`config.mk`:
```
export PLATFORM = sky130hd
export DESIGN_NAME = ile_cell
export DESIGN_NICKNAME = d
export VERILOG_FILES = /design/src/indexed_list_engine_defines.svh /design/src/ile_pkg.sv /design/src/ile_cell.sv
export SDC_FILE = /design/constraint.sdc
export NUM_CORES = 1
export LEC_CHECK = 0
export BUFFER_PORTS_ARGS = -buffer_cell sky130_fd_sc_hd__buf_2
export CORE_MARGIN = 1.5
export CORE_UTILIZATION = 42
export CTS_BUF_LIST = sky130_fd_sc_hd__clkbuf_16
export CTS_CLUSTER_SIZE = 25
export DETAILED_ROUTE_END_ITERATION = 16
export PLACE_DENSITY = 0.92
export SLEW_MARGIN = 20
export SYNTH_ARGS = -nofsm -noshare
export SYNTH_HDL_FRONTEND = slang
export SYNTH_SLANG_ARGS = --single-unit
```
`constraint.sdc`:
```
create_clock -name clk -period 4.66 [get_ports clk]
set_clock_uncertainty 0.05 [all_clocks]
set_input_delay 0.233 -clock clk [delete_from_list [all_inputs] [get_ports clk]]
set_output_delay 0.233 -clock clk [all_outputs]
set_load 0.01 [all_outputs]
```
`src/indexed_list_engine_defines.svh`:
```
// ----------------------------------------------------------------------------
// indexed_list_engine_defines.svh
// Assertion macros used by the indexed list engine controller.
// ----------------------------------------------------------------------------
`ifndef INDEXED_LIST_ENGINE_DEFINES_SVH
`define INDEXED_LIST_ENGINE_DEFINES_SVH

// Same-cycle implication, checked outside reset
`define ILE_ASSERT_IMP(lbl, clk, rst_n, ante, cons, msg) \
	lbl: assert property (@(posedge clk) disable iff (!rst_n) (ante) |-> (cons)) \
		else $error(msg);

// Next-cycle implication, checked outside reset
`define ILE_ASSERT_NXT(lbl, clk, rst_n, ante, cons, msg) \
	lbl: assert property (@(posedge clk) disable iff (!rst_n) (ante) |=> (cons)) \
		else $error(msg);

`endif

```
`src/ile_pkg.sv`:
```
// ----------------------------------------------------------------------------
// ile_pkg
// Types and constants shared by the indexed list engine.
// ----------------------------------------------------------------------------
package ile_pkg;

	// Default geometry
	localparam int DEPTH_DEF    = 64;
	localparam int ELEM_W_DEF   = 32;

	// Fixed field widths
	localparam int CAP_W        = 7;
	localparam int INDEX_W      = 7;
	localparam int VALUE_W      = 32;
	localparam int MATCH_W      = 6;
	localparam int COUNT_W      = 7;

	localparam logic [CAP_W-1:0] LIMIT_RESET = 7'd64;

	// Request codes
	typedef enum logic [2:0] {
		ACT_PUSH   = 3'd0,
		ACT_POP    = 3'd1,
		ACT_INSERT = 3'd2,
		ACT_ERASE  = 3'd3,
		ACT_GET    = 3'd4,
		ACT_SET    = 3'd5,
		ACT_FIND   = 3'd6,
		ACT_CLEAR  = 3'd7
	} action_t;

	// Per-cycle command to every cell of the row
	typedef enum logic [2:0] {
		CELL_HOLD,
		CELL_ROT_DN,
		CELL_ROT_UP,
		CELL_INSERT,
		CELL_ERASE,
		CELL_WRITE
	} cell_op_t;

	typedef struct packed {
		action_t              action;
		logic [INDEX_W-1:0]   index;
		logic [VALUE_W-1:0]   value;
	} in_item_t;

	typedef struct packed {
		logic                 ok;
		logic [VALUE_W-1:0]   read_value;
		logic [MATCH_W-1:0]   match_index;
		logic [COUNT_W-1:0]   count_now;
	} out_item_t;

endpackage

```
`src/ile_cell.sv`:
```
// ----------------------------------------------------------------------------
// ile_cell
// One list element: takes its value from a neighbor, the write data, or holds.
// ----------------------------------------------------------------------------
module ile_cell #(
	parameter int ELEMENT_WIDTH = 32,
	parameter int CW            = 7
) (
	input  logic                     clk,
	input  ile_pkg::cell_op_t        op,
	input  logic [CW-1:0]            pos,
	input  logic [CW-1:0]            idx,
	input  logic [CW-1:0]            cnt,
	input  logic [ELEMENT_WIDTH-1:0] wdata,
	input  logic [ELEMENT_WIDTH-1:0] up,
	input  logic [ELEMENT_WIDTH-1:0] dn,
	output logic [ELEMENT_WIDTH-1:0] q
);
	import ile_pkg::*;

	logic [ELEMENT_WIDTH-1:0] elem_q;
	logic [ELEMENT_WIDTH-1:0] elem_d;

	// Select the next value from the row command and this cell's position
	always_comb begin
		elem_d = elem_q;
		unique case (op)
			CELL_HOLD: begin
				elem_d = elem_q;
			end
			CELL_ROT_DN: begin
				elem_d = up;
			end
			CELL_ROT_UP: begin
				elem_d = dn;
			end
			CELL_INSERT: begin
				if (pos == idx) begin
					elem_d = wdata;
				end else if (pos > idx && pos <= cnt) begin
					elem_d = dn;
				end
			end
			CELL_ERASE: begin
				if (pos >= idx && pos + CW'(1) < cnt) begin
					elem_d = up;
				end
			end
			CELL_WRITE: begin
				if (pos == idx) begin
					elem_d = wdata;
				end
			end
			default: begin
				elem_d = elem_q;
			end
		endcase
	end

	always_ff @(posedge clk) begin
		elem_q <= elem_d;
	end

	assign q = elem_q;

endmodule

```
* Yosys cells after proc, flatten, opt, wreduce, memory -nomap -nowiden
Cells that the tools add are included.
** Word-level totals
- Register bits after elaboration :: 32
- Bits in writable memories :: 0
- Input port bits :: 121
- Memories :: 0
- Logic and storage cells :: 24
- Bits in read-only memories :: 0
- Bits in latches :: 0
- Output and inout port bits :: 32
** Operators by class
- Divide/modulo/power cells :: 0
- Equality and inequality tests :: 9
- Magnitude comparators :: 4
- Multipliers :: 0
- Muxes and demuxes :: 5
- Shift-type cells :: 0
- Bitwise logic cells :: 0
- Reduce and logical (&&, ||, !) cells :: 4
- $add $sub $neg :: 1
** Operators by type and width (count)
- 32-bit case mux with 5 select lines :: 1
- 32-bit 2-to-1 mux :: 4
- 7-bit by 1-bit adder with 7-bit output (second input constant) :: 1
- 7-bit equality test :: 1
- 7-bit greater-or-equal comparator :: 1
- 7-bit > comparator :: 1
- 7-bit <= comparator :: 1
- 7-bit less-than comparator :: 1
- 3-bit by 2-bit equality test with 1-bit output (second input constant) :: 2
- 3-bit equality test (second input constant) :: 2
- 5-bit nonzero test :: 1
- 2-bit inequality test (second input constant) :: 2
- 4-bit AND reduction :: 1
- 3-bit by 1-bit equality test with 1-bit output (second input constant) :: 1
- 3-bit inequality test (second input constant) :: 1
- 1-bit logical AND :: 2

* Logic depth before layout (Yosys ltp)
- Word-level depth :: 5
- Gate-level depth with buffers :: 9
- Gate-level depth less buffers :: 9

* Worst setup path after synthesis
No wires, ideal clock.
- Kind :: input -> register
- From :: in pos[0]
- To :: reg elem_q[0] (netlist: q[0]), enable pin
- Stages on the path :: 8
- Data required time :: 4.191 ns
- Data arrival time :: 2.890 ns
- Setup time :: 0.419 ns
- Path buffers :: 0
- Slack :: 1.301 ns
- Cells stage by stage :: ha_1 -> nand3_1 -> xnor2_1 -> ha_1 -> a21o_1 -> a2111oi_0 -> nor4_1 -> a211oi_2
** Between the ends
- Longest elaborated chain between the ends :: 5
- Elaborated cells between the ends (all ways) :: 12
- Classes of those cells :: 1 x add/sub; 4 x order compare; 4 x eq/ne; 3 x reduce/logical
** Ends and longest elaborated chain
- from (decl) :: RTL line ile_cell.sv:11 : input logic [CW-1:0] pos,
- 7-bit by 1-bit adder with 7-bit output :: RTL line ile_cell.sv:45 : if (pos >= idx && pos + CW'(1) < cnt) begin
- 7-bit less-than comparator :: RTL line ile_cell.sv:45
- 1-bit logical AND :: RTL line ile_cell.sv:45
- 2-bit inequality test (no source line)
- 4-bit AND reduction (no source line) (*)
- to (signal assigned) :: RTL line ile_cell.sv:61 : elem_q <= elem_d;
- to (decl) :: RTL line ile_cell.sv:21 : logic [ELEMENT_WIDTH-1:0] elem_q;
Every way passes the cells marked *; elsewhere a longest branch is shown, timed or not.
A chain may end at the register's enable or synchronous reset.

* Final worst setup path
- From :: in pos[1]
- To :: reg elem_q[19] (netlist: q[19]), enable pin
Same word-level chain as after synthesis.

==> summary.md <==
- **run status** completed
- **number of hold-repair buffers added at the cts stage** 0
- **horizontal die dimension** 76.45 um
- **area of the die** 5845 um^2
- **proportion of synthesized flip-flops having asynchronous set or reset** 0%
- **final count of hold timing violations** 0
- **post-synthesis cell type with the largest combined area** sky130_fd_sc_hd__edfxtp_1
- **first-pass GRT wire length** 10230 um
- **count of pins over their slew limit** 0
- **number of unique standard cell types used by synthesis** 40
- **CTS root buf** sky130_fd_sc_hd__clkbuf_16
- **net total in the final layout** 486
- **count of nets left with antenna violations after detail routing** 0
- **TritonCTS Buffers** 5
- **largest driver fanout on the critical path** 21
- **starting density of the core** 44.08%
- **most frequently used cell type in the post-synthesis netlist** sky130_fd_sc_hd__a21o_1
- **core box area** 5140 um^2
- **Max IR drop VDD** 0.2341 mV
- **ant diodes** 0
- **achievable frequency** 0.3204 GHz
- **Worst-Margin Slew** 0.9332 ns
- **setup repair after global routing missed its margin** no
- **cell area after technology mapping** 2266 um^2
- **setup bufs post-CTS** 0
- **total congestion overflow** 0
- **Vert. Die Dim** 76.45 um
- **met3 usage in global routing** 4.671%
- **synth-to-layout area growth** 42.57%
- **share of the synthesized area in the top cell type** 42.41%
- **arrival time worst endpoint** 3.02 ns
- **fraction of final layout cells with drive strength greater than 1** 50.58%
- **number of design rule violations left after detail routing** 0
- **number of antenna violations at the first check in global routing** 0
- **Max Cap Violations** 0
- **# H-tree levels** 2
- **most used routing layer** met2
- **Max clock buf depth** 2
- **largest net degree at the start of global routing** 33
- **Rows** 26
- **Hold Worst Slack** 0.1803 ns
- **post-synthesis sequential element count** 32
- **number of sinks handled by clock tree synthesis** 32
- **met1 Use GR** 22.50%
- **Post-synth EDFFs** 32
- **fin crit period** 3.121 ns
- **power per unit of standard cell area** 314.8 nW/um^2
- **kind of capture point of the worst setup path** register
- **total negative slack** 0 ns
- **average detailed-routed wire length per instance** 14.79 um
- **path category of the worst min-delay check** primary input to register
- **number of cells produced by synthesis** 192
- **met2 track utilization from global routing** 41.88%
- **register area share after synthesis** 42.41%
- **clock input transition at the sequential cells of the worst setup and hold paths** 0.05 ns
- **first-pass detailed-route iteration total** 4
- **global-route usage over all layers** 21.89%
- **portion of the clock cycle consumed by the worst path in the final layout** 66.98%
- **Slew Limit Headroom** 37.63%
- **Ys Warns** 0
- **LEAKAGE** 0.001764 uW
- **vias in the first global route** 2319
- **net count after synthesis** 335
- **cell types occupying the most area after synthesis** sky130_fd_sc_hd__edfxtp_1 (42%), sky130_fd_sc_hd__a22o_1 (12%), sky130_fd_sc_hd__ha_1 (12%), sky130_fd_sc_hd__a21o_1 (12%), sky130_fd_sc_hd__inv_1 (2.2%)
- **total wire length after detailed routing** 6121 um
- **category of the critical setup timing path** primary input to register
- **max reg flops** 32
- **I/O Buffers** 152
- **startpoint type of the worst setup path** primary input
- **destination of the critical timing path** q[19]
- **violation count after the first detailed-route iteration** 63
- **Post-Synthesis Mean Instance Area** 11.80 um^2
- **DR vias/cell** 5.292
- **final weighted congestion in routability-driven placement** 0.8382
- **CP required** 4.55 ns
- **prevailing post-synth register cell** sky130_fd_sc_hd__edfxtp_1
- **final setup fails** 0
- **HPWL after detailed placement** 4987 um
- **TritonCTS clock tree** built
- **critical path launch point** pos[1]
- **commonest cells in the synthesized netlist** sky130_fd_sc_hd__a21o_1 (35), sky130_fd_sc_hd__a22o_1 (32), sky130_fd_sc_hd__edfxtp_1 (32), sky130_fd_sc_hd__ha_1 (22), sky130_fd_sc_hd__inv_1 (13)
- **post-cts sizing count** 0
- **IO Pins** 153
- **via total after detailed routing** 2191
[worst max-delay path, stage by stage]
cell	delay (ns)
sky130_fd_sc_hd__buf_2	0.13
sky130_fd_sc_hd__ha_1	0.21
sky130_fd_sc_hd__nand3_1	0.13
sky130_fd_sc_hd__xnor2_1	0.19
sky130_fd_sc_hd__ha_1	0.27
sky130_fd_sc_hd__a21o_1	0.15
sky130_fd_sc_hd__a2111oi_0	0.57
sky130_fd_sc_hd__nor4_1	0.18
sky130_fd_sc_hd__a211oi_4	0.54
sky130_fd_sc_hd__buf_4	0.39
[layout make-up]
| class | count | area [um^2] |
|---|---|---|
| clock buffer | 5 | 125.1 |
| clock inverter | 3 | 42.54 |
| fill | 437 | 1909 |
| inverter | 13 | 48.80 |
| multi-input combinational | 136 | 1182 |
| sequential | 32 | 960.9 |
| tap | 70 | 87.58 |
| timing repair buffer | 155 | 783.3 |
[how the worst min path moves through the flow]
stage	startpoint	endpoint	slack, ns	cells past startpoint
after global placement	wdata[8]	q[8]	0.45	2
after detailed placement	wdata[15]	q[15]	0.46	2
after CTS	wdata[31]	q[31]	0.18	2
final	wdata[0]	q[0]	0.18	2
after global routing	wdata[14]	q[14]	0.17	2
after floorplan	wdata[0]	q[0]	0.37	1
[report_power, final]
group / switching (uW) / internal (uW) / leakage, uW / total [uW]
Clock: 107 / 250 / 0.0000798 / 357
Sequential: 11.2 / 379 / 0.000303 / 390
Combinational: 138 / 131 / 0.00138 / 269
[kinds of logic after synthesis]
group / synth area share [%]
muxes: 0.4969
AOI/OAI and AO/OA: 30.48
DFF: 42.41
xor gates and xnor gates: 1.933
adders and majority gates: 12.15
buffers and inverters: 5.853
and+or+nand+nor: 6.681
[metrics by stage]
step	cells	instance area [um^2]	setup WS, ns	util (%)	power [uW]
2_1_floorplan	192	2266	1.301	-	540.8
3_3_place_gp	406	3063	1.505	59.59	655.8
3_5_place_dp	406	3063	1.256	59.59	667.2
4_1_cts	414	3231	1.519	62.85	1029
5_1_grt	414	3231	1.315	62.85	1072
6_report	414	3231	1.539	62.85	1017
[layout by cell type, fill, tap and decap left out, types with 2 or more instances in the layout]
cell and count:
sky130_fd_sc_hd__a22o_1 32, sky130_fd_sc_hd__o211ai_1 2, sky130_fd_sc_hd__and3_1 2, sky130_fd_sc_hd__nand3_1 5, sky130_fd_sc_hd__clkbuf_16 5, sky130_fd_sc_hd__nor2b_2 2
sky130_fd_sc_hd__buf_4 3, sky130_fd_sc_hd__nand2_1 3, sky130_fd_sc_hd__edfxtp_1 32, sky130_fd_sc_hd__a21o_1 35, sky130_fd_sc_hd__ha_1 22, sky130_fd_sc_hd__buf_2 152
sky130_fd_sc_hd__inv_1 13, sky130_fd_sc_hd__xnor2_1 4, sky130_fd_sc_hd__a21oi_1 5
[metal layers]
layer	up-vias	wire (um)
li1	1053	-
met1	1019	2328
met2	105	3281
met3	14	359
met4	0	151
met5	-	0
Power figures use the tool's default switching activity.
