$ cat config.mk
export PLATFORM = sky130hd
export DESIGN_NAME = ile_ctrl
export DESIGN_NICKNAME = d
export VERILOG_FILES = /design/src/ile_pkg.sv /design/src/ile_ctrl.sv
export VERILOG_INCLUDE_DIRS = /design/src /design/src/src
export SDC_FILE = /design/constraint.sdc
export NUM_CORES = 1
export LEC_CHECK = 0
export BUFFER_PORTS_ARGS = -buffer_cell sky130_fd_sc_hd__buf_2
export CAP_MARGIN = 10
export CELL_PAD_IN_SITES_DETAIL_PLACEMENT = 2
export CELL_PAD_IN_SITES_GLOBAL_PLACEMENT = 2
export CORE_MARGIN = 2
export CORE_UTILIZATION = 35
export DETAILED_ROUTE_END_ITERATION = 7
export PLACE_DENSITY_LB_ADDON = 0.1
export SLEW_MARGIN = 5
export SYNTH_ARGS = -nofsm -noshare
export SYNTH_HDL_FRONTEND = slang
export SYNTH_SLANG_ARGS = --single-unit
$ cat constraint.sdc
create_clock -name clk -period 5.7 [get_ports clk]
set_input_delay 1.14 -clock clk [delete_from_list [all_inputs] [get_ports clk]]
set_output_delay 1.14 -clock clk [all_outputs]
set_load 0.02 [all_outputs]
$ cat src/indexed_list_engine_defines.svh
// ----------------------------------------------------------------------------
// indexed_list_engine_defines.svh
// Assertion macros used by the indexed list engine controller.
// ----------------------------------------------------------------------------
`ifndef INDEXED_LIST_ENGINE_DEFINES_SVH
`define INDEXED_LIST_ENGINE_DEFINES_SVH

// Same-cycle implication, checked outside reset
`define ILE_ASSERT_IMP(lbl, clk, rst_n, ante, cons, msg) \
	lbl: assert property (@(posedge clk) disable iff (!rst_n) (ante) |-> (cons)) \
		else $error(msg);

// Next-cycle implication, checked outside reset
`define ILE_ASSERT_NXT(lbl, clk, rst_n, ante, cons, msg) \
	lbl: assert property (@(posedge clk) disable iff (!rst_n) (ante) |=> (cons)) \
		else $error(msg);

`endif

$ cat src/ile_pkg.sv
// ----------------------------------------------------------------------------
// ile_pkg
// Types and constants shared by the indexed list engine.
// ----------------------------------------------------------------------------
package ile_pkg;

	// Default geometry
	localparam int DEPTH_DEF    = 64;
	localparam int ELEM_W_DEF   = 32;

	// Fixed field widths
	localparam int CAP_W        = 7;
	localparam int INDEX_W      = 7;
	localparam int VALUE_W      = 32;
	localparam int MATCH_W      = 6;
	localparam int COUNT_W      = 7;

	localparam logic [CAP_W-1:0] LIMIT_RESET = 7'd64;

	// Request codes
	typedef enum logic [2:0] {
		ACT_PUSH   = 3'd0,
		ACT_POP    = 3'd1,
		ACT_INSERT = 3'd2,
		ACT_ERASE  = 3'd3,
		ACT_GET    = 3'd4,
		ACT_SET    = 3'd5,
		ACT_FIND   = 3'd6,
		ACT_CLEAR  = 3'd7
	} action_t;

	// Per-cycle command to every cell of the row
	typedef enum logic [2:0] {
		CELL_HOLD,
		CELL_ROT_DN,
		CELL_ROT_UP,
		CELL_INSERT,
		CELL_ERASE,
		CELL_WRITE
	} cell_op_t;

	typedef struct packed {
		action_t              action;
		logic [INDEX_W-1:0]   index;
		logic [VALUE_W-1:0]   value;
	} in_item_t;

	typedef struct packed {
		logic                 ok;
		logic [VALUE_W-1:0]   read_value;
		logic [MATCH_W-1:0]   match_index;
		logic [COUNT_W-1:0]   count_now;
	} out_item_t;

endpackage

$ cat src/ile_ctrl.sv
// ----------------------------------------------------------------------------
// ile_ctrl
// Request decode, element count, ring scan sequencer and result register.
// ----------------------------------------------------------------------------
`include "indexed_list_engine_defines.svh"

module ile_ctrl #(
	parameter int DEPTH         = 64,
	parameter int ELEMENT_WIDTH = 32,
	parameter int CW            = 7
) (
	input  logic                              clk,
	input  logic                              arst_n,
	input  logic                              cfg_valid,
	output logic                              cfg_ready,
	input  logic [ile_pkg::CAP_W-1:0]         cfg_data,
	input  logic                              in_valid,
	output logic                              in_ready,
	input  ile_pkg::in_item_t                 in_item,
	output logic                              out_valid,
	input  logic                              out_ready,
	output ile_pkg::out_item_t                out_item,
	input  logic [ELEMENT_WIDTH-1:0]          head,
	output ile_pkg::cell_op_t                 cell_op,
	output logic [CW-1:0]                     cell_idx,
	output logic [CW-1:0]                     cell_cnt,
	output logic [ELEMENT_WIDTH-1:0]          cell_wdata
);
	import ile_pkg::*;

	localparam int CMP_W = (CW > CAP_W) ? CW : ((CAP_W > INDEX_W) ? CAP_W : INDEX_W);

	typedef enum logic [3:0] {
		ST_IDLE = 4'b0001,
		ST_FWD  = 4'b0010,
		ST_BACK = 4'b0100,
		ST_HOLD = 4'b1000
	} state_t;

	state_t                   state_q, state_d;
	logic [CW-1:0]            n_q, n_d;
	logic [CW-1:0]            s_q, s_d;
	logic [CW-1:0]            tgt_q, tgt_d;
	logic                     find_q, find_d;
	logic [ELEMENT_WIDTH-1:0] key_q, key_d;
	logic [CAP_W-1:0]         cap_q;
	out_item_t                res_q, res_d;
	out_item_t                out_q;
	logic                     out_valid_q;

	logic                     accept;
	logic                     out_free;
	logic                     deliver;
	out_item_t                deliver_res;
	logic [ELEMENT_WIDTH-1:0] wval;
	logic [CMP_W-1:0]         idx_w, n_w, eff_w, cap_w, depth_w;
	logic                     can_grow, idx_lt, idx_le;
	logic                     imm_done;
	out_item_t                imm_res;

	assign cfg_ready = 1'b1;
	assign in_ready  = (state_q == ST_IDLE);
	assign accept    = in_valid && in_ready;
	assign out_free  = !out_valid_q || out_ready;
	assign out_valid = out_valid_q;
	assign out_item  = out_q;

	// Bounds checks at a common width
	assign wval     = ELEMENT_WIDTH'(in_item.value);
	assign idx_w    = CMP_W'(in_item.index);
	assign n_w      = CMP_W'(n_q);
	assign cap_w    = CMP_W'(cap_q);
	assign depth_w  = CMP_W'(DEPTH);
	assign eff_w    = (cap_w < depth_w) ? cap_w : depth_w;
	assign can_grow = n_w < eff_w;
	assign idx_lt   = idx_w < n_w;
	assign idx_le   = idx_w <= n_w;

	// Decode, sequence the ring scan and pick the result to deliver
	always_comb begin
		state_d     = state_q;
		n_d         = n_q;
		s_d         = s_q;
		tgt_d       = tgt_q;
		find_d      = find_q;
		key_d       = key_q;
		res_d       = res_q;
		cell_op     = CELL_HOLD;
		cell_idx    = CW'(in_item.index);
		cell_cnt    = n_q;
		cell_wdata  = wval;
		imm_done    = 1'b0;
		imm_res     = '0;
		deliver     = 1'b0;
		deliver_res = res_q;
		unique case (state_q)
			ST_IDLE: begin
				if (in_valid) begin
					imm_done = 1'b1;
					unique case (in_item.action)
						ACT_PUSH: begin
							if (can_grow) begin
								cell_op    = CELL_WRITE;
								cell_idx   = n_q;
								n_d        = n_q + CW'(1);
								imm_res.ok = 1'b1;
							end
						end
						ACT_POP: begin
							if (n_q != '0) begin
								imm_done = 1'b0;
								tgt_d    = n_q - CW'(1);
								n_d      = n_q - CW'(1);
								find_d   = 1'b0;
								state_d  = ST_FWD;
							end
						end
						ACT_INSERT: begin
							if (idx_le && can_grow) begin
								cell_op    = CELL_INSERT;
								n_d        = n_q + CW'(1);
								imm_res.ok = 1'b1;
							end
						end
						ACT_ERASE: begin
							if (idx_lt) begin
								cell_op    = CELL_ERASE;
								n_d        = n_q - CW'(1);
								imm_res.ok = 1'b1;
							end
						end
						ACT_GET: begin
							if (idx_lt) begin
								imm_done = 1'b0;
								tgt_d    = CW'(in_item.index);
								find_d   = 1'b0;
								state_d  = ST_FWD;
							end
						end
						ACT_SET: begin
							if (idx_lt) begin
								cell_op    = CELL_WRITE;
								imm_res.ok = 1'b1;
							end
						end
						ACT_FIND: begin
							imm_done = 1'b0;
							key_d    = wval;
							find_d   = 1'b1;
							state_d  = ST_FWD;
						end
						ACT_CLEAR: begin
							n_d        = '0;
							imm_res.ok = 1'b1;
						end
						default: begin
							imm_done = 1'b1;
						end
					endcase
					imm_res.count_now = COUNT_W'(n_d);
					if (imm_done) begin
						if (out_free) begin
							deliver     = 1'b1;
							deliver_res = imm_res;
						end else begin
							res_d   = imm_res;
							state_d = ST_HOLD;
						end
					end
				end
			end
			ST_FWD: begin
				// The head cell holds list position s_q after s_q rotations
				res_d           = '0;
				res_d.count_now = COUNT_W'(n_q);
				if (find_q) begin
					if (s_q == n_q) begin
						state_d = ST_BACK;
					end else if (head == key_q) begin
						res_d.ok          = 1'b1;
						res_d.match_index = MATCH_W'(s_q);
						state_d           = ST_BACK;
					end else begin
						cell_op = CELL_ROT_DN;
						s_d     = s_q + CW'(1);
					end
				end else if (s_q == tgt_q) begin
					res_d.ok         = 1'b1;
					res_d.read_value = VALUE_W'(head);
					state_d          = ST_BACK;
				end else begin
					cell_op = CELL_ROT_DN;
					s_d     = s_q + CW'(1);
				end
			end
			ST_BACK: begin
				// Undo the rotations, then hand the result over
				if (s_q != '0) begin
					cell_op = CELL_ROT_UP;
					s_d     = s_q - CW'(1);
				end else if (out_free) begin
					deliver = 1'b1;
					state_d = ST_IDLE;
				end else begin
					state_d = ST_HOLD;
				end
			end
			ST_HOLD: begin
				if (out_free) begin
					deliver = 1'b1;
					state_d = ST_IDLE;
				end
			end
			default: begin
				state_d = ST_IDLE;
			end
		endcase
	end

	// Control state
	always_ff @(posedge clk or negedge arst_n) begin
		if (!arst_n) begin
			state_q     <= ST_IDLE;
			n_q         <= '0;
			s_q         <= '0;
			cap_q       <= LIMIT_RESET;
			out_valid_q <= 1'b0;
		end else begin
			state_q <= state_d;
			n_q     <= n_d;
			s_q     <= s_d;
			if (cfg_valid) begin
				cap_q <= cfg_data;
			end
			if (deliver) begin
				out_valid_q <= 1'b1;
			end else if (out_ready) begin
				out_valid_q <= 1'b0;
			end
		end
	end

	// Request and result payload
	always_ff @(posedge clk) begin
		tgt_q  <= tgt_d;
		find_q <= find_d;
		key_q  <= key_d;
		res_q  <= res_d;
		if (deliver) begin
			out_q <= deliver_res;
		end
	end

	`ILE_ASSERT_IMP(a_idle_aligned, clk, arst_n, state_q == ST_IDLE, s_q == '0, "ring not realigned")
	`ILE_ASSERT_IMP(a_scan_bound, clk, arst_n, state_q == ST_FWD, s_q <= n_q, "scan passed count")
	`ILE_ASSERT_IMP(a_hold_busy, clk, arst_n, state_q == ST_HOLD, out_valid_q, "held with free output")
	`ILE_ASSERT_NXT(a_count_still, clk, arst_n, !accept, $stable(n_q), "count moved without request")

endmodule

After elaboration in Yosys (flattened, before gate mapping) --
Cells that the tools add are included.
Word-level totals: bits in registers 158, input port bits 86, output and inout port bits 98, word-level logic and storage cells 150
Cells by class: add/subtract/negate cells 4, order comparisons 4, eq/ne operators 27, mux-type cells 80, reduce and logical (&&, ||, !) cells 19
Operator list (count):
- 46-bit two-way mux | 7
- 7-bit two-way mux | 16
- 46-bit one-hot mux with 2 select lines | 1
- 4-bit two-way mux | 12
- 7-bit one-hot mux with 5 select lines | 1
- 33-bit two-way mux | 1
- 32-bit equality test | 1
- 32-bit two-way mux | 1
- 7-bit one-hot mux with 2 select lines | 2
- 1-bit two-way mux | 21
- 5-bit AND reduction | 4
- 6-bit two-way mux | 3
- 4-bit one-hot mux with 4 select lines | 1
- 3-bit two-way mux | 5
- 7-bit by 1-bit adder with 7-bit output, second input constant | 2
- 7-bit equality test | 2
- 7-bit < comparator | 2
- 2-bit inequality test, second input constant | 7
- 7-bit nonzero test | 2
- 7-bit by 1-bit subtractor with 7-bit output, second input constant | 2
- 3-bit equality test, second input constant | 4
- 3-bit inequality test, second input constant | 4
- 3-bit one-hot mux with 4 select lines | 1
- 4-bit one-hot mux with 3 select lines | 1
- 24 further kinds | 31

Longest topological paths before layout --
Gate-level depths: netlist of run 1.
depth after elaboration 10, gate-level depth with buffers 12, gate-level depth less buffers 10

Least setup slack after synthesis of run 1 --
Ideal clock, no wire load.
path kind register to register, start point register s_q[3], end point register out_q (netlist bit out_item[0]) (enable), setup time 0.513 ns, arrival 4.730 ns, required time 5.187 ns, path slack 0.457 ns, stages on the path, launching flop included 6, buffers on the path 0, path through dfrtp_1 or4_1 nor4_1 a21oi_1 nand2b_1 o21ai_0
On the way: longest elaborated chain between the ends 3
Ends and longest elaborated chain:
- start, declared | RTL line ile_ctrl.sv:42 | logic [CW-1:0] s_q, s_d;
- start signal, assigned | RTL line ile_ctrl.sv:225 | s_q <= '0;
- start signal, assigned | RTL line ile_ctrl.sv:231 | s_q <= s_d;
- 7-bit nonzero test | RTL line ile_ctrl.sv:198 | if (s_q != '0) begin
- 1-bit two-way mux | RTL line ile_ctrl.sv:198
- 1-bit one-hot mux with 3 select lines | RTL line ile_ctrl.sv:96 | unique case (state_q)
- named net deliver | RTL line ile_ctrl.sv:53 | logic deliver;
- end signal, assigned | RTL line ile_ctrl.sv:250 | out_q <= deliver_res;
- end, declared | RTL line ile_ctrl.sv:48 | out_item_t out_q;
The timed path passes the listed nets, and every way through them passes these cells. A chain may end at the register's enable or synchronous reset.

Worst setup path in the final report of run 1 --
start point register cap_q[6], end point output cell_op[0]
On the way: longest elaborated chain between the ends 8, elaborated cells between the ends (all ways) 9, those cells by class order compare: 2; mux: 6; reduce/logical: 1
Ends and longest elaborated chain:
- start, declared | RTL line ile_ctrl.sv:46 | logic [CAP_W-1:0] cap_q;
- start signal, assigned | RTL line ile_ctrl.sv:233 | cap_q <= cfg_data;
- 7-bit < comparator | RTL line ile_ctrl.sv:74 | assign eff_w = (cap_w < depth_w) ? cap_w : depth_w;
- 7-bit two-way mux (*) | RTL line ile_ctrl.sv:74
- 7-bit < comparator (*) | RTL line ile_ctrl.sv:75 | assign can_grow = n_w < eff_w;
- 1-bit logical AND | RTL line ile_ctrl.sv:119 | if (idx_le && can_grow) begin
- 2-bit two-way mux | RTL line ile_ctrl.sv:119
- 3-bit one-hot mux with 4 select lines (*) | RTL line ile_ctrl.sv:100 | unique case (in_item.action)
- 3-bit two-way mux (*) | RTL line ile_ctrl.sv:98 | if (in_valid) begin
- 3-bit one-hot mux with 3 select lines (*) | RTL line ile_ctrl.sv:96
- end, declared | RTL line ile_ctrl.sv:24 | output ile_pkg::cell_op_t cell_op,
Mark *: on every way between the ends. The rest lies on a longest branch, timed or not.

==> metrics.json, run 1 <==
{
  "htree_num_levels": 4,
  "setup.worst_path.end_class": "output port",
  "setup_repair_after_global_routing_missed_its_margin": "false",
  "postLayoutCellArea_sq_um": 9614,
  "sw_frac_of_total_pct": 38.07,
  "final-seq-area_sq_um": 4617,
  "cts_root_buffer": "sky130_fd_sc_hd__clkbuf_16",
  "multiInputGateArea_sq_um": 2960,
  "layout.cells.non_filler": 1126,
  "ir_drop_v": 0.0002123,
  "biggest_area_consumer_among_synthesized_cells": "sky130_fd_sc_hd__edfxtp_1",
  "insertedDiodeCount": 0,
  "die_w_um": 155.1,
  "postSynthAreaPerCell_sq_um": 11.72,
  "holdCritStartpoint": "res_q[21]$_SDFFCE_PP0P_",
  "floorplan.die_area_sq_um": 24070,
  "startpoint_type": "flop",
  "worstPathRequired_ns": 4.56,
  "clkPwrFrac_pct": 26.2,
  "portBuffers": 182,
  "synth-async-reset-ratio_pct": 16.46,
  "drtPass1Iterations": 4,
  "worst-slew-pin-transition_ns": 0.9974,
  "drt_iter0_markers": 283,
  "io-pin-count": 184,
  "drcViolationCount": 0,
  "num_rows": 55,
  "tritoncts": "done",
  "die_height_um": 155.1,
  "route.final.wire_length_um": 24880,
  "netlist_instances": 682,
  "post-route-min-period_ns": 4.791,
  "max_clock_freq_mhz": 208.7,
  "layout.nets": 935,
  "starting_density_of_the_core_pct": 35.52,
  "globalRouteTotalUtil_pct": 21.20,
  "p_sw_w": 0.001713,
  "clk_pin_slew_ns": 0.07,
  "fp.coreArea_sq_um": 22500,
  "grt_first_pass_wirelength_um": 38540,
  "grt_pass1_vias": 6503,
  "cts_max_path_buffers": 2,
  "finalPower_w": 0.004501,
  "viasPerCell": 5.230,
  "status": "finished, final reports clean",
  "final-max-slew-violation-count": 0,
  "power.density_nw_per_um2": 468.1,
  "tritoncts.num_buffers": 17,
  "final_min_period_over_clock_period_pct": 84.05,
  "r2r-start": "cell_cnt[1]$_DFFE_PN0P_",
  "maxCapViolations": 0,
  "worst_setup_path_startpoint": "cap_q[6]$_DFFE_PN1P_",
  "worst-path-max-fanout": 14,
  "synth_cell_types": 62,
  "holdBufCountCts": 0,
  "hpwl_um": 18380,
  "hold_path.class": "reg -> reg",
  "route.antenna.remaining_nets": 0,
  "yosys.area.top_type_share_pct": 49.59,
  "placer_congestion": 0.8207,
  "clock-sinks": 158,
  "fill_cells": 2341,
  "syn2layout_area_growth_pct": 20.27,
  "finalHoldViolCount": 0,
  "ys_top_cells_by_area": "sky130_fd_sc_hd__edfxtp_1, sky130_fd_sc_hd__dfrtp_1, sky130_fd_sc_hd__xnor2_1",
  "maxSlewHeadroom_pct": 33.35,
  "fin_worst_skew_ns": 0.01052,
  "ys_seq_elements": 158,
  "wire_per_inst_um": 22.10,
  "placedCellCount": 1094,
  "grt_start_max_net_pins": 47,
  "yosysSeqAreaShare_pct": 57.76,
  "route.vias.total": 5889,
  "setup_viol": 0,
  "placedInstanceArea_sq_um": 9010,
  "postCtsResizedCells": 0,
  "gr-total-overflow": 0,
  "p_leak_nw": 3.888,
  "synthesis.yosys.warnings": 0,
  "final_sum_of_negative_setup_slack_ns": 0,
  "syn_area_sq_um": 7994,
  "drive_gt1_share_pct": 30.56,
  "power.internal_w": 0.002787,
  "synth_edf_count": 132,
  "synth.net_count": 789,
  "worstSetupPathType": "reg -> out",
  "seq_power_share_pct": 39.0,
  "cts.repair_timing.setup_buffer_count": 0,
  "worstSkewPairLatency_ns": 0.43,
  "pwr-share-comb_pct": 34.8,
  "worst-endpoint-arrival_ns": 3.65,
  "synth_top_flop_cell": "sky130_fd_sc_hd__edfxtp_1",
  "number_of_antenna_violations_at_the_first_check_in_global_routing": 0
}
## per-layer routing
| layer | routed length, um | track usage (%) | vias to the layer above | part of all wire (%) |
|---|---|---|---|---|
| li1 | - | - | 2731 | - |
| met1 | 10730 | 26.85 | 3008 | 43 |
| met2 | 13000 | 38.05 | 127 | 52 |
| met3 | 869 | 3.593 | 23 | 3.5 |
| met4 | 276 | 4.674 | 0 | 1.1 |
| met5 | 0 | 0 | - | 0 |
## final timing paths
check	end	slack, ns	depth (start not counted)
worst max-delay path	cell_op[0]	0.91	10
worst min-delay path	out_item[21]$_DFFE_PP_	0.52	1
worst max register to register	out_item[3]$_DFFE_PP_	1.87	9
worst min register to register	out_item[21]$_DFFE_PP_	0.52	1
max in group asynchronous	cell_cnt[6]$_DFFE_PN0P_	4.48	1
min in group asynchronous	s_q[5]$_DFFE_PN0P_	0.75	1
## through the flow
step	setup WS [ns]	util, %	hold slack [ns]
after floorplan	0.4568	-	0.4718
after global placement	1.101	40.04	0.4922
after detailed placement	1.020	40.04	0.5091
after CTS	0.9119	42.72	0.5255
after global routing	0.6779	42.72	0.5390
final	0.9093	42.72	0.5225
## worst max-delay path, cell delays in order, from the launching register on
cell and delay [ns]:
sky130_fd_sc_hd__dfstp_2 0.37, sky130_fd_sc_hd__inv_1 0.18, sky130_fd_sc_hd__nand2_1 0.11, sky130_fd_sc_hd__ha_1 0.21, sky130_fd_sc_hd__or4b_1 0.47, sky130_fd_sc_hd__a21oi_1 0.18
sky130_fd_sc_hd__o21bai_2 0.24, sky130_fd_sc_hd__nor4_2 0.67, sky130_fd_sc_hd__a31oi_1 0.16, sky130_fd_sc_hd__o21ai_0 0.37, sky130_fd_sc_hd__buf_2 0.25
## power by group through the flow
stage	Sequential [W]	Combinational [W]	Clock (W)
after floorplan	0.00188	0.000880	0
after global placement	0.00176	0.00150	0
after detailed placement	0.00178	0.00157	0
after CTS	0.00176	0.00158	0.00120
after global routing	0.00178	0.00172	0.00124
final	0.00175	0.00157	0.00118
## cell families after synthesis
family	count (synthesis)	synth area share, %
AND/OR/NAND/NOR	227	15.68
flip-flops	158	57.76
AO/OA/AOI/OAI	115	8.984
buffers and inverters	87	5.650
XOR/XNOR	57	6.245
adder cells (fa/ha/maj)	21	3.381
multiplexers	16	2.254
other	1	0.04691
## area by class of cell
type	instances	area share, %
timing repair buffer	194	10.41
clock inverter	14	1.822
tap	285	3.709
sequential	158	48.02
inverter	20	0.7808
multi-input combinational	437	30.79
clock buffer	18	4.464
## cell usage in the layout (no fill, tap or decap), types with 3 or more instances in the layout
cell type | Yosys | routed
sky130_fd_sc_hd__buf_4 | 33 | 12
sky130_fd_sc_hd__and3_1 | 34 | 34
sky130_fd_sc_hd__or4b_1 | 3 | 3
sky130_fd_sc_hd__or4_1 | 3 | 3
sky130_fd_sc_hd__nand4_1 | 13 | 13
sky130_fd_sc_hd__inv_6 | 0 | 4
sky130_fd_sc_hd__ha_1 | 20 | 20
sky130_fd_sc_hd__a31oi_1 | 10 | 10
sky130_fd_sc_hd__and2_1 | 49 | 49
sky130_fd_sc_hd__a21o_1 | 4 | 4
sky130_fd_sc_hd__nand3_1 | 10 | 9
sky130_fd_sc_hd__nand2_1 | 51 | 51
sky130_fd_sc_hd__or3_1 | 3 | 3
sky130_fd_sc_hd__inv_1 | 19 | 19
sky130_fd_sc_hd__o21ai_0 | 27 | 26
sky130_fd_sc_hd__o21ai_1 | 5 | 5
sky130_fd_sc_hd__buf_2 | 1 | 182
sky130_fd_sc_hd__clkbuf_16 | 0 | 17
sky130_fd_sc_hd__nor2b_1 | 4 | 4
sky130_fd_sc_hd__inv_8 | 0 | 3
sky130_fd_sc_hd__nor3_1 | 6 | 6
sky130_fd_sc_hd__mux2_2 | 16 | 16
sky130_fd_sc_hd__xnor2_1 | 45 | 45
sky130_fd_sc_hd__o211ai_1 | 5 | 5
sky130_fd_sc_hd__a21oi_1 | 35 | 35
sky130_fd_sc_hd__edfxtp_1 | 132 | 132
sky130_fd_sc_hd__o31ai_1 | 4 | 4
sky130_fd_sc_hd__dfrtp_1 | 24 | 24
sky130_fd_sc_hd__nor4_1 | 9 | 9
sky130_fd_sc_hd__xor2_1 | 12 | 12
sky130_fd_sc_hd__a211oi_1 | 4 | 4
sky130_fd_sc_hd__nor2_1 | 28 | 27
## synthesized netlist by cell type (6+ instances only)
cell,n
sky130_fd_sc_hd__edfxtp_1,132
sky130_fd_sc_hd__nand2_1,51
sky130_fd_sc_hd__and2_1,49
sky130_fd_sc_hd__xnor2_1,45
sky130_fd_sc_hd__a21oi_1,35
sky130_fd_sc_hd__and3_1,34
sky130_fd_sc_hd__buf_4,33
sky130_fd_sc_hd__clkbuf_1,33
sky130_fd_sc_hd__nor2_1,28
sky130_fd_sc_hd__o21ai_0,27
sky130_fd_sc_hd__dfrtp_1,24
sky130_fd_sc_hd__ha_1,20
sky130_fd_sc_hd__inv_1,19
sky130_fd_sc_hd__mux2_2,16
sky130_fd_sc_hd__nand4_1,13
sky130_fd_sc_hd__xor2_1,12
sky130_fd_sc_hd__a31oi_1,10
sky130_fd_sc_hd__nand3_1,10
sky130_fd_sc_hd__nor4_1,9
sky130_fd_sc_hd__nor3_1,6
## state kept, by name, indices dropped and copies added (netlist names)
name and cells:
out_item 46, res_q 46, key_q 32, cap_q 7, cell_cnt 7, s_q 7, tgt_q 7, state_q 4
find_q 1, out_valid 1
Note: power is estimated with default switching activity, not from simulation.
==> run 2, diff against run 1 <==
--- a/config.mk
+++ b/config.mk
@@ -11,7 +11,7 @@
 export CELL_PAD_IN_SITES_DETAIL_PLACEMENT = 2
 export CELL_PAD_IN_SITES_GLOBAL_PLACEMENT = 2
 export CORE_MARGIN = 2
-export CORE_UTILIZATION = 35
+export CORE_UTILIZATION = 32
 export DETAILED_ROUTE_END_ITERATION = 7
 export PLACE_DENSITY_LB_ADDON = 0.1
 export SLEW_MARGIN = 5
==> constraint.sdc (replaced) <==
create_clock -name clk -period 4.4 [get_ports clk]
set_input_delay 0.88 -clock clk [delete_from_list [all_inputs] [get_ports clk]]
set_output_delay 0.88 -clock clk [all_outputs]
set_load 0.02 [all_outputs]
==> run 2 against run 1 <==
Clock skew grew 0.0055 ns. First-iteration DRC count did not move. Clock-buffer cell count down 1. Non-clock buffer count increased by 8. Core utilization shrank 2.8 points. Via count shrank 0.46%. Sequential share of layout area shrank 0.57 points. Worst setup slack got worse by 0.60 ns. Die area grew 9.1%. Power rose by 29%. Worst hold slack got worse by 0.026 ns. Cell count is 4.2% higher. Critical path type unchanged.
==> metrics.json, run 2 (synthesis results as in run 1) <==
{
  "placer_congestion": {"value": 0.8123, "change": "-1.0%"},
  "postLayoutSetupSlackWorst": {"value": 0.3068, "unit": "ns", "change": "-0.6024 ns"},
  "clock-sinks": {"value": 158, "change": "unchanged"},
  "num_rows": {"value": 57, "change": "+3.6%"},
  "final_common_cell": "sky130_fd_sc_hd__buf_2",
  "worstSkewPairLatency": {"value": 0.44, "unit": "ns", "change": "about the same"},
  "holdBufCountCts": {"value": 0, "change": "unchanged"},
  "tritoncts.num_buffers": {"value": 17, "change": "unchanged"},
  "grt_pass1_vias": {"value": 6427, "change": "-1.2%"},
  "route.met2.wl": {"value": 12420, "unit": "um", "change": "-4.5%"},
  "die_height": {"value": 162.1, "unit": "um", "change": "+4.5%"},
  "route.final.wire_length": {"value": 24500, "unit": "um", "change": "-1.5%"},
  "final_min_period_over_clock_period_pct": 93.03,
  "clk_pin_slew": {"value": 0.07, "unit": "ns", "change": "about the same"},
  "maxCapViolations": {"value": 0, "change": "unchanged"},
  "portBuffers": {"value": 182, "change": "unchanged"},
  "gr-total-overflow": {"value": 0, "change": "unchanged"},
  "status": "finished, final reports clean",
  "final.hold.worst_slack": {"value": 0.4963, "unit": "ns", "change": "-0.02624 ns"},
  "drive_gt1_share": {"value": 31.33, "unit": "%", "change": "+0.77 points"},
  "setup_viol": {"value": 0, "change": "unchanged"},
  "insertedDiodeCount": {"value": 0, "change": "unchanged"},
  "ir_drop": {"value": 0.0002056, "unit": "V", "change": "-3.1%"},
  "seq_power_share": {"value": 38.9, "unit": "%", "change": "about the same"},
  "dp_slack": {"value": 0.4318, "unit": "ns", "change": "-0.5881 ns"},
  "postCtsResizedCells": {"value": 0, "change": "unchanged"},
  "route.met3.wl": {"value": 751, "unit": "um", "change": "-14%"},
  "placedCellCount": {"value": 1141, "change": "+4.3%"},
  "worst-path-max-fanout": {"value": 8, "change": "-6"},
  "worst-slew-pin-transition": {"value": 0.9615, "unit": "ns", "change": "-0.03589 ns"},
  "fill_cells": {"value": 2588, "change": "+11%"},
  "worst_setup_path_startpoint": "cap_q[6]$_DFFE_PN1P_",
  "most-common-layout-cells": "sky130_fd_sc_hd__buf_2, sky130_fd_sc_hd__edfxtp_1, sky130_fd_sc_hd__nand2_1",
  "floorplan.die_area": {"value": 26260, "unit": "sq um", "change": "+9.1%"},
  "final_sum_of_negative_setup_slack": {"value": 0, "unit": "ns", "change": "unchanged"},
  "setup.worst_path.end_class": "output port",
  "reg2reg_setup_slack": {"value": 0.84, "unit": "ns", "change": "-1.03 ns"},
  "drt_iter0_markers": {"value": 283, "change": "unchanged"},
  "layout.cells.non_filler": {"value": 1173, "change": "+4.2%"},
  "r2r-start": "cap_q[6]$_DFFE_PN1P_",
  "viasPerCell": {"value": 4.997, "change": "-4.4%"},
  "wire_per_inst": {"value": 20.89, "unit": "um", "change": "-5.5%"},
  "grt_first_pass_wirelength": {"value": 38120, "unit": "um", "change": "-1.1%"},
  "finalHoldViolCount": {"value": 0, "change": "unchanged"},
  "cts_max_path_buffers": {"value": 2, "change": "unchanged"},
  "sw_frac_of_total": {"value": 38.68, "unit": "%", "change": "+0.61 points"},
  "htree_num_levels": {"value": 4, "change": "unchanged"},
  "setup_repair_after_global_routing_missed_its_margin": "false",
  "worstSetupPathType": "reg -> out",
  "number_of_antenna_violations_at_the_first_check_in_global_routing": {"value": 1, "change": "+1"},
  "route.antenna.remaining_nets": {"value": 0, "change": "unchanged"},
  "globalRouteTotalUtil": {"value": 19.28, "unit": "%", "change": "-1.9 points"},
  "drtPass1Iterations": {"value": 4, "change": "unchanged"},
  "pwr-share-comb": {"value": 36.0, "unit": "%", "change": "+1.2 points"},
  "power.density": {"value": 596.1, "unit": "nW/um^2", "change": "+27%"},
  "cts.repair_timing.setup_buffer_count": {"value": 0, "change": "unchanged"},
  "post-route-min-period_ns": 4.093,
  "power.internal": {"value": 0.003556, "unit": "W", "change": "+28%"},
  "p_sw": {"value": 0.002243, "unit": "W", "change": "+31%"},
  "final-max-slew-violation-count": {"value": 0, "change": "unchanged"},
  "postLayoutCellArea": {"value": 9729, "unit": "sq um", "change": "+1.2%"},
  "starting_density_of_the_core": {"value": 32.77, "unit": "%", "change": "-2.7 points"},
  "worstPathRequired": {"value": 3.52, "unit": "ns", "change": "-1.04 ns"},
  "max_clock_freq_mhz": 244.3,
  "io-pin-count": {"value": 184, "change": "unchanged"},
  "wirelength_met1": {"value": 10980, "unit": "um", "change": "+2.3%"},
  "startpoint_type": "flop",
  "route.vias.total": {"value": 5862, "change": "-0.46%"},
  "worst-r2r-cell-count": {"value": 11, "change": "+2"},
  "worst-endpoint-arrival": {"value": 3.21, "unit": "ns", "change": "-0.44 ns"},
  "hold_path.class": "in -> async",
  "placedInstanceArea": {"value": 9131, "unit": "sq um", "change": "+1.3%"},
  "hpwl": {"value": 18560, "unit": "um", "change": "+0.96%"},
  "clkPwrFrac": {"value": 25.1, "unit": "%", "change": "-1.1 points"},
  "maxSlewHeadroom": {"value": 35.75, "unit": "%", "change": "+2.4 points"},
  "tritoncts": "done",
  "p_leak": {"value": 3.930, "unit": "nW", "change": "+1.1%"},
  "syn2layout_area_growth_pct": 21.71,
  "fin_worst_skew": {"value": 0.01599, "unit": "ns", "change": "+0.005470 ns"},
  "grt_start_max_net_pins": {"value": 47, "change": "unchanged"},
  "die_w": {"value": 162.1, "unit": "um", "change": "+4.5%"},
  "layout.nets": {"value": 943, "change": "+0.86%"},
  "drcViolationCount": {"value": 0, "change": "unchanged"},
  "cts_root_buffer": "sky130_fd_sc_hd__clkbuf_16",
  "fp.coreArea": {"value": 24390, "unit": "sq um", "change": "+8.4%"},
  "route.top_layer_used": "met4"
}
run 2: cell count changes in the layout (fill, tap and decap cells not counted), sizes merged:
cell,delta
buf,+8
bufinv,-2
clkinv,+2
clkbuf,-1
inv,+1
run 2: cell type report:
cell class / count / area, sq um / share of cell area, %
clock buffer: 17 / 425.4 / 4.372
inverter: 20 / 75.07 / 0.7716
clock inverter: 15 / 166.4 / 1.710
tap: 324 / 405.4 / 4.167
timing repair buffer: 202 / 1074 / 11.03
multi-input combinational: 437 / 2967 / 30.49
sequential: 158 / 4617 / 47.45
run 2: power groups by stage:
stage	Combinational (W)	Sequential [W]	Clock, W
global placement	0.00203	0.00227	0
detailed placement	0.00211	0.00229	0
floorplan	0.00115	0.00242	0
CTS	0.00212	0.00226	0.00150
global route	0.00231	0.00230	0.00155
finish	0.00209	0.00226	0.00145
run 2: routing by layer:
layer	vias to the layer above	global-route usage (%)
li1	2749	-
met1	2974	24.83
met2	117	33.69
met3	22	2.860
met4	0	5.672
met5	-	0
run 2: worst max-delay path: stages, from the launching register on:
cell	delay (ns)
sky130_fd_sc_hd__dfstp_2	0.37
sky130_fd_sc_hd__inv_1	0.17
sky130_fd_sc_hd__nand2_1	0.09
sky130_fd_sc_hd__ha_1	0.20
sky130_fd_sc_hd__or4b_1	0.47
sky130_fd_sc_hd__a21oi_1	0.21
sky130_fd_sc_hd__o21bai_2	0.20
sky130_fd_sc_hd__buf_4	0.22
sky130_fd_sc_hd__or3_1	0.30
sky130_fd_sc_hd__a21oi_1	0.18
sky130_fd_sc_hd__a31oi_1	0.07
sky130_fd_sc_hd__nor2_1	0.12
sky130_fd_sc_hd__buf_2	0.17
run 2: metrics by stage:
step	util (%)	total power, W
final	39.89	0.005800
after global routing	39.89	0.006162
after CTS	39.86	0.005881
after detailed placement	37.44	0.004399
after global placement	37.44	0.004301
after floorplan	-	0.003567
run 2: path summary, 6_finish.rpt:
| kind | to |
|---|---|
| worst max-delay path | cell_op[2] |
| worst min-delay path | s_q[4]$_DFFE_PN0P_ |
| worst max register to register | res_q[2]$_DFFE_PP_ |
| worst min register to register | cap_q[3]$_DFFE_PN0P_ |
| max in group asynchronous | cell_cnt[3]$_DFFE_PN0P_ |
| min in group clk | cap_q[3]$_DFFE_PN0P_ |
